<file path="src/hdl/sdf_pkg.sv">
// shared constants and types for the stream distinct filter
// no dependencies; compiled first
package sdf_pkg;

  localparam int unsigned Capacity  = 64;
  localparam int unsigned ValueBits = 32;
  localparam int unsigned DataW     = 32;

  // entry index and fill count widths
  localparam int unsigned IdxW = (Capacity > 1) ? $clog2(Capacity) : 1;
  localparam int unsigned CntW = $clog2(Capacity + 1);

  typedef logic [ValueBits-1:0] key_t;
  typedef logic [CntW-1:0]      cnt_t;

  // lookup request from the input stage to the seen-set store
  typedef struct packed {
    logic commit;
    logic restart;
    key_t key;
  } cam_req_t;

  // lookup answer for the item currently in the input stage
  typedef struct packed {
    logic hit;
    logic full;
  } cam_rsp_t;

endpackage

</file>
<file path="src/hdl/sdf_in_if.sv">
// input channel of the stream distinct filter: valid/ready plus item fields
// depends on sdf_pkg
interface sdf_in_if;
  import sdf_pkg::*;

  logic                    valid;
  logic                    ready;
  logic signed [DataW-1:0] value;
  logic                    restart;

  modport source (output valid, output value, output restart, input ready);
  modport sink (input valid, input value, input restart, output ready);

endinterface

</file>
<file path="src/hdl/sdf_out_if.sv">
// result channel of the stream distinct filter: valid/ready plus result fields
// depends on sdf_pkg
interface sdf_out_if;
  import sdf_pkg::*;

  logic                    valid;
  logic                    ready;
  logic signed [DataW-1:0] unique_value;
  logic                    not_remembered;

  modport source (output valid, output unique_value, output not_remembered, input ready);
  modport sink (input valid, input unique_value, input not_remembered, output ready);

endinterface

</file>
<file path="src/hdl/stream_distinct_filter.sv">
// stream distinct filter top: input register, seen-set store, result register
// depends on sdf_pkg, sdf_in_if, sdf_out_if and sdf_cam
// an accepted item passes the input register and the store lookup into the
// result register; one item per cycle while the receiver takes results; the
// compare with all stored entries runs in parallel; a duplicate gives no result
// reset clears the valid flags and the fill count at once; no clearing pass
module stream_distinct_filter (
  input  logic      clk_i,
  input  logic      rst_ni,
  sdf_in_if.sink    in_i,
  sdf_out_if.source out_o
);
  import sdf_pkg::*;

  logic                    in_valid_q;
  logic                    in_valid_d;
  logic signed [DataW-1:0] in_value_q;
  logic                    in_restart_q;
  logic                    res_valid_q;
  logic                    res_valid_d;
  logic signed [DataW-1:0] res_value_q;
  logic                    res_nr_q;
  logic                    advance;
  logic                    load;
  key_t                    key;
  cam_req_t                cam_req;
  cam_rsp_t                cam_rsp;

  // the input stage moves on whenever the result register can take a value
  assign advance    = !res_valid_q || out_o.ready;
  assign in_i.ready = !in_valid_q || advance;
  assign load       = in_i.valid && in_i.ready;

  assign key = key_t'($unsigned(in_value_q));

  assign cam_req.commit  = in_valid_q && advance;
  assign cam_req.restart = in_restart_q;
  assign cam_req.key     = key;

  sdf_cam u_cam (
    .clk_i  (clk_i),
    .rst_ni (rst_ni),
    .req_i  (cam_req),
    .rsp_o  (cam_rsp)
  );

  always_comb begin
    in_valid_d = in_valid_q;
    if (load) begin
      in_valid_d = 1'b1;
    end else if (cam_req.commit) begin
      in_valid_d = 1'b0;
    end
  end

  always_comb begin
    res_valid_d = res_valid_q;
    if (cam_req.commit) begin
      res_valid_d = !cam_rsp.hit;
    end else if (out_o.ready) begin
      res_valid_d = 1'b0;
    end
  end

  always_ff @(posedge clk_i or negedge rst_ni) begin
    if (!rst_ni) begin
      in_valid_q  <= 1'b0;
      res_valid_q <= 1'b0;
    end else begin
      in_valid_q  <= in_valid_d;
      res_valid_q <= res_valid_d;
    end
  end

  always_ff @(posedge clk_i) begin
    if (load) begin
      in_value_q   <= in_i.value;
      in_restart_q <= in_i.restart;
    end
    if (cam_req.commit && !cam_rsp.hit) begin
      res_value_q <= signed'(DataW'(key));
      res_nr_q    <= cam_rsp.full;
    end
  end

  assign out_o.valid          = res_valid_q;
  assign out_o.unique_value   = res_value_q;
  assign out_o.not_remembered = res_nr_q;

endmodule

</file>
<file path="src/hdl/sdf_cam.sv">
// seen-set store: row of compare cells with a fill count, a miss appended unless full
// depends on sdf_pkg
module sdf_cam (
  input  logic              clk_i,
  input  logic              rst_ni,
  input  sdf_pkg::cam_req_t req_i,
  output sdf_pkg::cam_rsp_t rsp_o
);
  import sdf_pkg::*;

  key_t            entry_q [Capacity];
  cnt_t            fill_q;
  cnt_t            fill_d;
  cnt_t            fill_eff;
  logic [Capacity-1:0] match;
  logic            hit;
  logic            full;
  logic [IdxW-1:0] wr_idx;

  // a restart empties the set before this item is looked up
  assign fill_eff = req_i.restart ? '0 : fill_q;

  // only entries below the fill count take part
  for (genvar i = 0; i < Capacity; i++) begin : g_cell
    assign match[i] = (cnt_t'(i) < fill_eff) && (entry_q[i] == req_i.key);
  end

  assign hit    = |match;
  assign full   = (fill_eff >= cnt_t'(Capacity));
  assign wr_idx = fill_eff[IdxW-1:0];

  assign rsp_o.hit  = hit;
  assign rsp_o.full = full;

  always_comb begin
    fill_d = fill_q;
    if (req_i.commit) begin
      fill_d = fill_eff;
      if (!hit && !full) begin
        fill_d = fill_eff + cnt_t'(1);
      end
    end
  end

  always_ff @(posedge clk_i or negedge rst_ni) begin
    if (!rst_ni) begin
      fill_q <= '0;
    end else begin
      fill_q <= fill_d;
    end
  end

  always_ff @(posedge clk_i) begin
    if (req_i.commit && !hit && !full) begin
      entry_q[wr_idx] <= req_i.key;
    end
  end

  a_fill_bounded: assert property (@(posedge clk_i) disable iff (!rst_ni)
    fill_q <= cnt_t'(Capacity))
    else $error("fill count beyond capacity");

  a_hit_keeps_fill: assert property (@(posedge clk_i) disable iff (!rst_ni)
    req_i.commit && hit && !req_i.restart |=> $stable(fill_q))
    else $error("fill count moved on a duplicate");

  a_miss_appends: assert property (@(posedge clk_i) disable iff (!rst_ni)
    req_i.commit && !hit && !full |=> fill_q == $past(fill_eff) + cnt_t'(1))
    else $error("new value not appended");

  a_restart_no_hit: assert property (@(posedge clk_i) disable iff (!rst_ni)
    req_i.restart |-> !hit)
    else $error("hit right after restart");

endmodule

</file>
<file path="src/flat_wrapper.sv">
// flat-port wrapper written by rule: the top's interface ports become plain ports
module stream_distinct_filter_flat import sdf_pkg::*;
  (clk_i, rst_ni, in_i_valid, in_i_value, in_i_restart, in_i_ready, out_o_valid, out_o_unique_value, out_o_not_remembered, out_o_ready);
  sdf_in_if in_i_i ();
  sdf_out_if out_o_i ();
  input  logic clk_i;
  input  logic rst_ni;
  input wire logic [$bits(in_i_i.valid)-1:0] in_i_valid;
  input wire logic [$bits(in_i_i.value)-1:0] in_i_value;
  input wire logic [$bits(in_i_i.restart)-1:0] in_i_restart;
  output wire logic [$bits(in_i_i.ready)-1:0] in_i_ready;
  output wire logic [$bits(out_o_i.valid)-1:0] out_o_valid;
  output wire logic [$bits(out_o_i.unique_value)-1:0] out_o_unique_value;
  output wire logic [$bits(out_o_i.not_remembered)-1:0] out_o_not_remembered;
  input wire logic [$bits(out_o_i.ready)-1:0] out_o_ready;
  assign in_i_i.valid = in_i_valid;
  assign in_i_i.value = in_i_value;
  assign in_i_i.restart = in_i_restart;
  assign in_i_ready = in_i_i.ready;
  assign out_o_valid = out_o_i.valid;
  assign out_o_unique_value = out_o_i.unique_value;
  assign out_o_not_remembered = out_o_i.not_remembered;
  assign out_o_i.ready = out_o_ready;
  stream_distinct_filter u_core (.clk_i(clk_i), .rst_ni(rst_ni), .in_i(in_i_i), .out_o(out_o_i));
endmodule
</file>
<file path="config.mk">
export PLATFORM = sky130hd
export DESIGN_NAME = stream_distinct_filter_flat
export DESIGN_NICKNAME = d
export VERILOG_FILES = /design/src/hdl/sdf_pkg.sv /design/src/hdl/sdf_in_if.sv /design/src/hdl/sdf_out_if.sv /design/src/hdl/stream_distinct_filter.sv /design/src/hdl/sdf_cam.sv /design/src/flat_wrapper.sv
export SDC_FILE = /design/constraint.sdc
export NUM_CORES = 2
export LEC_CHECK = 0
export BUFFER_PORTS_ARGS = -buffer_cell sky130_fd_sc_hd__buf_2
export CORE_UTILIZATION = 55
export CTS_BUF_LIST = sky130_fd_sc_hd__clkbuf_4
export DETAILED_ROUTE_END_ITERATION = 12
export PLACE_DENSITY = 0.82
export SLEW_MARGIN = 20
export SYNTH_ARGS = -nofsm -noshare
export SYNTH_HDL_FRONTEND = slang
export SYNTH_SLANG_ARGS = --single-unit
</file>
<file path="constraint.sdc">
create_clock -name clk_i -period 9.9 [get_ports clk_i]
set_input_delay 0.495 -clock clk_i [delete_from_list [all_inputs] [get_ports clk_i]]
set_output_delay 0.495 -clock clk_i [all_outputs]
set_load 0.02 [all_outputs]
</file>
==> summary.md <==
| Metric | Value |
|---|---|
| Status | complete, no violations |
| Yosys top cell area share | between 70% and 80% |
| Clk Tree Root Cell | clkbuf_4 |
| Die Y-Extent | about 400 microns |
| RSZ-0062 raised after global routing | false |
| Adder-cell share of the synthesized area | 0% |
| P_sw | roughly 4.6 mW |
| Mapped Cells | about 5,400 |
| Remaining DRCs | 0 |
| Flop pwr share | roughly 54% |
| Core ar. | 0.1608 sq mm |
| Max Root-Sink Buffers | 4 |
| Mean post-synth cell area | ~17 sq um |
| CP dominant cell by count | buf_4 |
| I/O pin cnt | between 70 and 80 |
| CP Launch Point | u_core.in_restart_q$_DFFE_PP_ |
| FMAX | approximately 0.15 GHz |
| Overall routed net length | 223,700 microns |
| Startpoint types | flip-flop |
| Vias per cell | 5.962 |
| Skew-Pair Late Insertion Delay | 1.36 ns |
| Vias in the first global route | a little over 50,000 |
| Largest area contributor in the synthesized netlist | edfxtp_1 |
| Die width | between 400 and 500 microns |
| Initial core utilization | 55.45% |
| Top post-synthesis cells by area | edfxtp_1, xor2_1, xnor2_1, nor4_1, nand4_1 |
| Layout area overhead | 12.16% |
| Final HPWL DP | 120,700 microns |
| TritonCTS Buffers | between 500 and 600 |
| Post-Synth XOR/XNOR Area | about a fifth |
| Yosys cell types | 63 |
| EDFF count, synth | about 2,100 |
| Total power draw | 18.83 mW |
| First-pass GRT wire length | 328,500 microns |
| Met3 usage | about 6.1% |
| Final hold vios | 0 |
| Worst Hold Class | primary input to asynchronous set/reset pin |
| Layout cells sized above 1 | 18.19% |
| Internal power | 14.25 mW |
| Setup tns final | 0 ns |
| CTS tree | done |
| Routing usage on met1 | between 30% and 40% |
| Number of port buffers | slightly above 70 |
| DRT Pass-1 Iters | 8 |
| CTS H-tree depth | 6 |
| Compound-Gate Fraction of Synth Area | 0.7384% |
| DRT antenna net count | 0 |
| #FFs+latches synth | ~2,100 |
| Die area | 0.1637 sq mm |
| Clock transition at the registers of the reported paths | 0.08 ns |
| Largest family of logic cells by synthesized area | XOR/XNOR gates |
| GRT Util Overall | 27.26% |
| Rows | 147 |
| Worst reg2reg startpoint | u_core.in_restart_q$_DFFE_PP_ |
| Final setup vio count | 0 |
| Max rail drop VDD | around 200 uV |
| MaxCap Viol Count | 0 |
| Routed length per instance | between 20 and 30 microns |
| Detailed Route Iter0 Violations | between 6,000 and 7,000 |
| Tmin final | 6.550 ns |
| Total gr overflow | 0 |
| Multiplexer share of the synthesized area | 0.02386% |
| Worst-margin pin slew | about 1.2 ns |
| RePlAce Congestion | just under 0.9 |
| Clock Skew | 0.1329 ns |
| Area of the mapped netlist | 0.08913 sq mm |
| CP required | between 10 and 15 ns |
| P per Cell Area | 188.4 mW/mm^2 |
| Seq/Total Area, Yosys | between 70% and 80% |
| Crit-path max cell delay | ~0.80 ns |
| Ys Warns | 0 |
| Top_reg_cell synth | edfxtp_1 |
| Switching portion of total power | approximately a quarter |
| Synth top cells by count | edfxtp_1, xor2_1, xnor2_1 |
| Largest net degree at the start of global routing | 82 |
| Worst path slowest cell | nor3_2 |
| Postcts setup bufs | 0 |
| Final Net Count | 6,051 |
| Worst path arrival time | roughly 7.5 ns |
| Met2 global-route usage | a little over two fifths |
| Syn_nets | between 5,000 and 6,000 |
| Fill cells | ~11,000 |
| Vias | 50,720 |
| Worst-path cell chain | buf_4, inv_1, o21a_1, buf_4, o311ai_0, nor4_1, a311oi_1, nand4_1, nor4_4, nand4_1, buf_4, nor3_2, buf_4 |
| Logic pwr share | 8.1% |
| CP Capture Type | flip-flop |
| Post-cts sizing count | 0 |
| Asr flop ratio synth | less than 1% |
| Multi-input logic area | approximately 0.024 sq mm |
| Fin crit share | approximately two thirds |
| Global routing's busiest layer | met2 |
| CP Max Fanout | 29 |
| Initial antenna violation count | 10 |
| Slew margin rel. | 21.50% |
| Crit Path Class | flip-flop to flip-flop |
| Simple-gate area share of the yosys netlist | ~5.7% |
| Clock power frac | 38.1% |
| Leak | 32.74 nW |
| Register area | approximately 0.064 sq mm |
| Fin area | around 0.1 sq mm |
| Most frequent cell after synthesis | edfxtp_1 |
| Final Max Tran Viols | 0 |
| Area after DPL | just over 0.09 sq mm |
| CTS Sinks | 2,123 |
-- state kept, by name, summed over array words and instances (netlist names) --
register / flops
u_core.u_cam.entry_q: 2048
u_core.in_value_q: 32
u_core.out_o.unique_value: 32
u_core.u_cam.fill_q: 7
u_core.in_restart_q: 1
u_core.in_valid_q: 1
u_core.out_o.not_remembered: 1
u_core.out_o.valid: 1
-- path summary, 6_finish.rpt --
check	to	slack [ns]	cells past startpoint
worst min register to register	u_core.out_o.unique_value[3]$_DFFE_PP_	0.53	0
worst min-delay path	u_core.u_cam.fill_q[2]$_DFFE_PN0P_	0.33	3
worst max-delay path	u_core.u_cam.entry_q[38][9]$_DFFE_PP_	3.35	13
worst max register to register	u_core.u_cam.entry_q[38][9]$_DFFE_PP_	3.35	13
max in group asynchronous	u_core.in_valid_q$_DFFE_PN0P_	9.05	3
min in group clk_i	u_core.out_o.valid$_DFFE_PN0P_	0.36	4
-- cells in the final DEF, fill, tap and decap left out, drive strengths merged, types with 3 or more instances in the layout --
| cell type | Yosys | routed |
|---|---|---|
| edfxtp | 2114 | 2114 |
| xor2 | 1362 | 1362 |
| clkbuf | 13 | 746 |
| xnor2 | 686 | 686 |
| nor4 | 390 | 390 |
| buf | 239 | 288 |
| nand4 | 235 | 235 |
| nor3 | 86 | 86 |
| clkinv | 0 | 79 |
| dlygate4sd3 | 0 | 72 |
| nor2 | 48 | 48 |
| nand2 | 38 | 38 |
| nand3 | 29 | 29 |
| inv | 6 | 24 |
| o211ai | 18 | 18 |
| a21oi | 14 | 14 |
| bufinv | 0 | 12 |
| o2111ai | 10 | 10 |
| o21ai | 10 | 10 |
| dfrtp | 9 | 9 |
| diode | 0 | 8 |
| or2 | 5 | 5 |
| a2111oi | 5 | 5 |
| nand2b | 4 | 4 |
| a31oi | 4 | 4 |
| and2 | 3 | 3 |
| o21a | 3 | 3 |
| a211oi | 3 | 3 |
| nand3b | 3 | 3 |
| clkinvlp | 0 | 3 |
-- power groups by stage --
stage | clock (mW) | sequential, mW | combinational (mW)
after floorplan | 0 | 10.4 | 0.835
after global placement | 0 | 10.3 | 1.42
after detailed placement | 0 | 10.3 | 1.46
after CTS | 7.25 | 10.1 | 1.49
after global routing | 7.72 | 10.1 | 1.59
final | 7.18 | 10.1 | 1.53
-- timing repair --
action | CTS | global route
hold endpoints to repair | 82 | 0
hold buffers | 72 | 0
setup endpoints to repair | 0 | 0
-- final cells by class --
type                       instances  area share (%)
multi-input combinational       2993           23.95
clock inverter                   112          0.7647
tap                             2160           2.704
clock buffer                     746           5.602
inverter                           6         0.02253
antenna                            8         0.02003
timing repair buffer             360           3.207
sequential                      2123           63.73
-- cell families after synthesis --
family                    after synthesis
AOI/OAI and AO/OA                      89
xor gates and xnor gates             2048
and+or+nand+nor                       854
DFF                                  2123
muxes                                   2
buffers and inverters                 258
-- metrics by stage --
step           worst slack (ns)  hold WS [ns]  util [%]  std cells
6_report                  3.350        0.3315     62.19       8508
5_1_grt                   3.326        0.2728     62.18       8506
4_1_cts                   3.443        0.1210     62.17       8500
3_5_place_dp              3.455        0.4023     57.77       7570
3_3_place_gp              3.100        0.4032     57.76       7570
2_1_floorplan             3.830        0.1994         -       5374
-- critical path, delay by kind of cell, from the launching register on --
family / cells / cell delay, ns
and+or+nand+nor: 5 / 2.57
buffers and inverters: 5 / 1.75
AOI/OAI and AO/OA: 3 / 1.51
DFF: 1 / 0.34
-- metal layers --
metal | wire length [microns] | up-vias
met3 | 24330 | 568
met4 | 8513 | 10
li1 | - | 21400
met5 | 74 | -
met2 | 105400 | 3321
met1 | 85460 | 25430
Power figures use the tool's default switching activity.
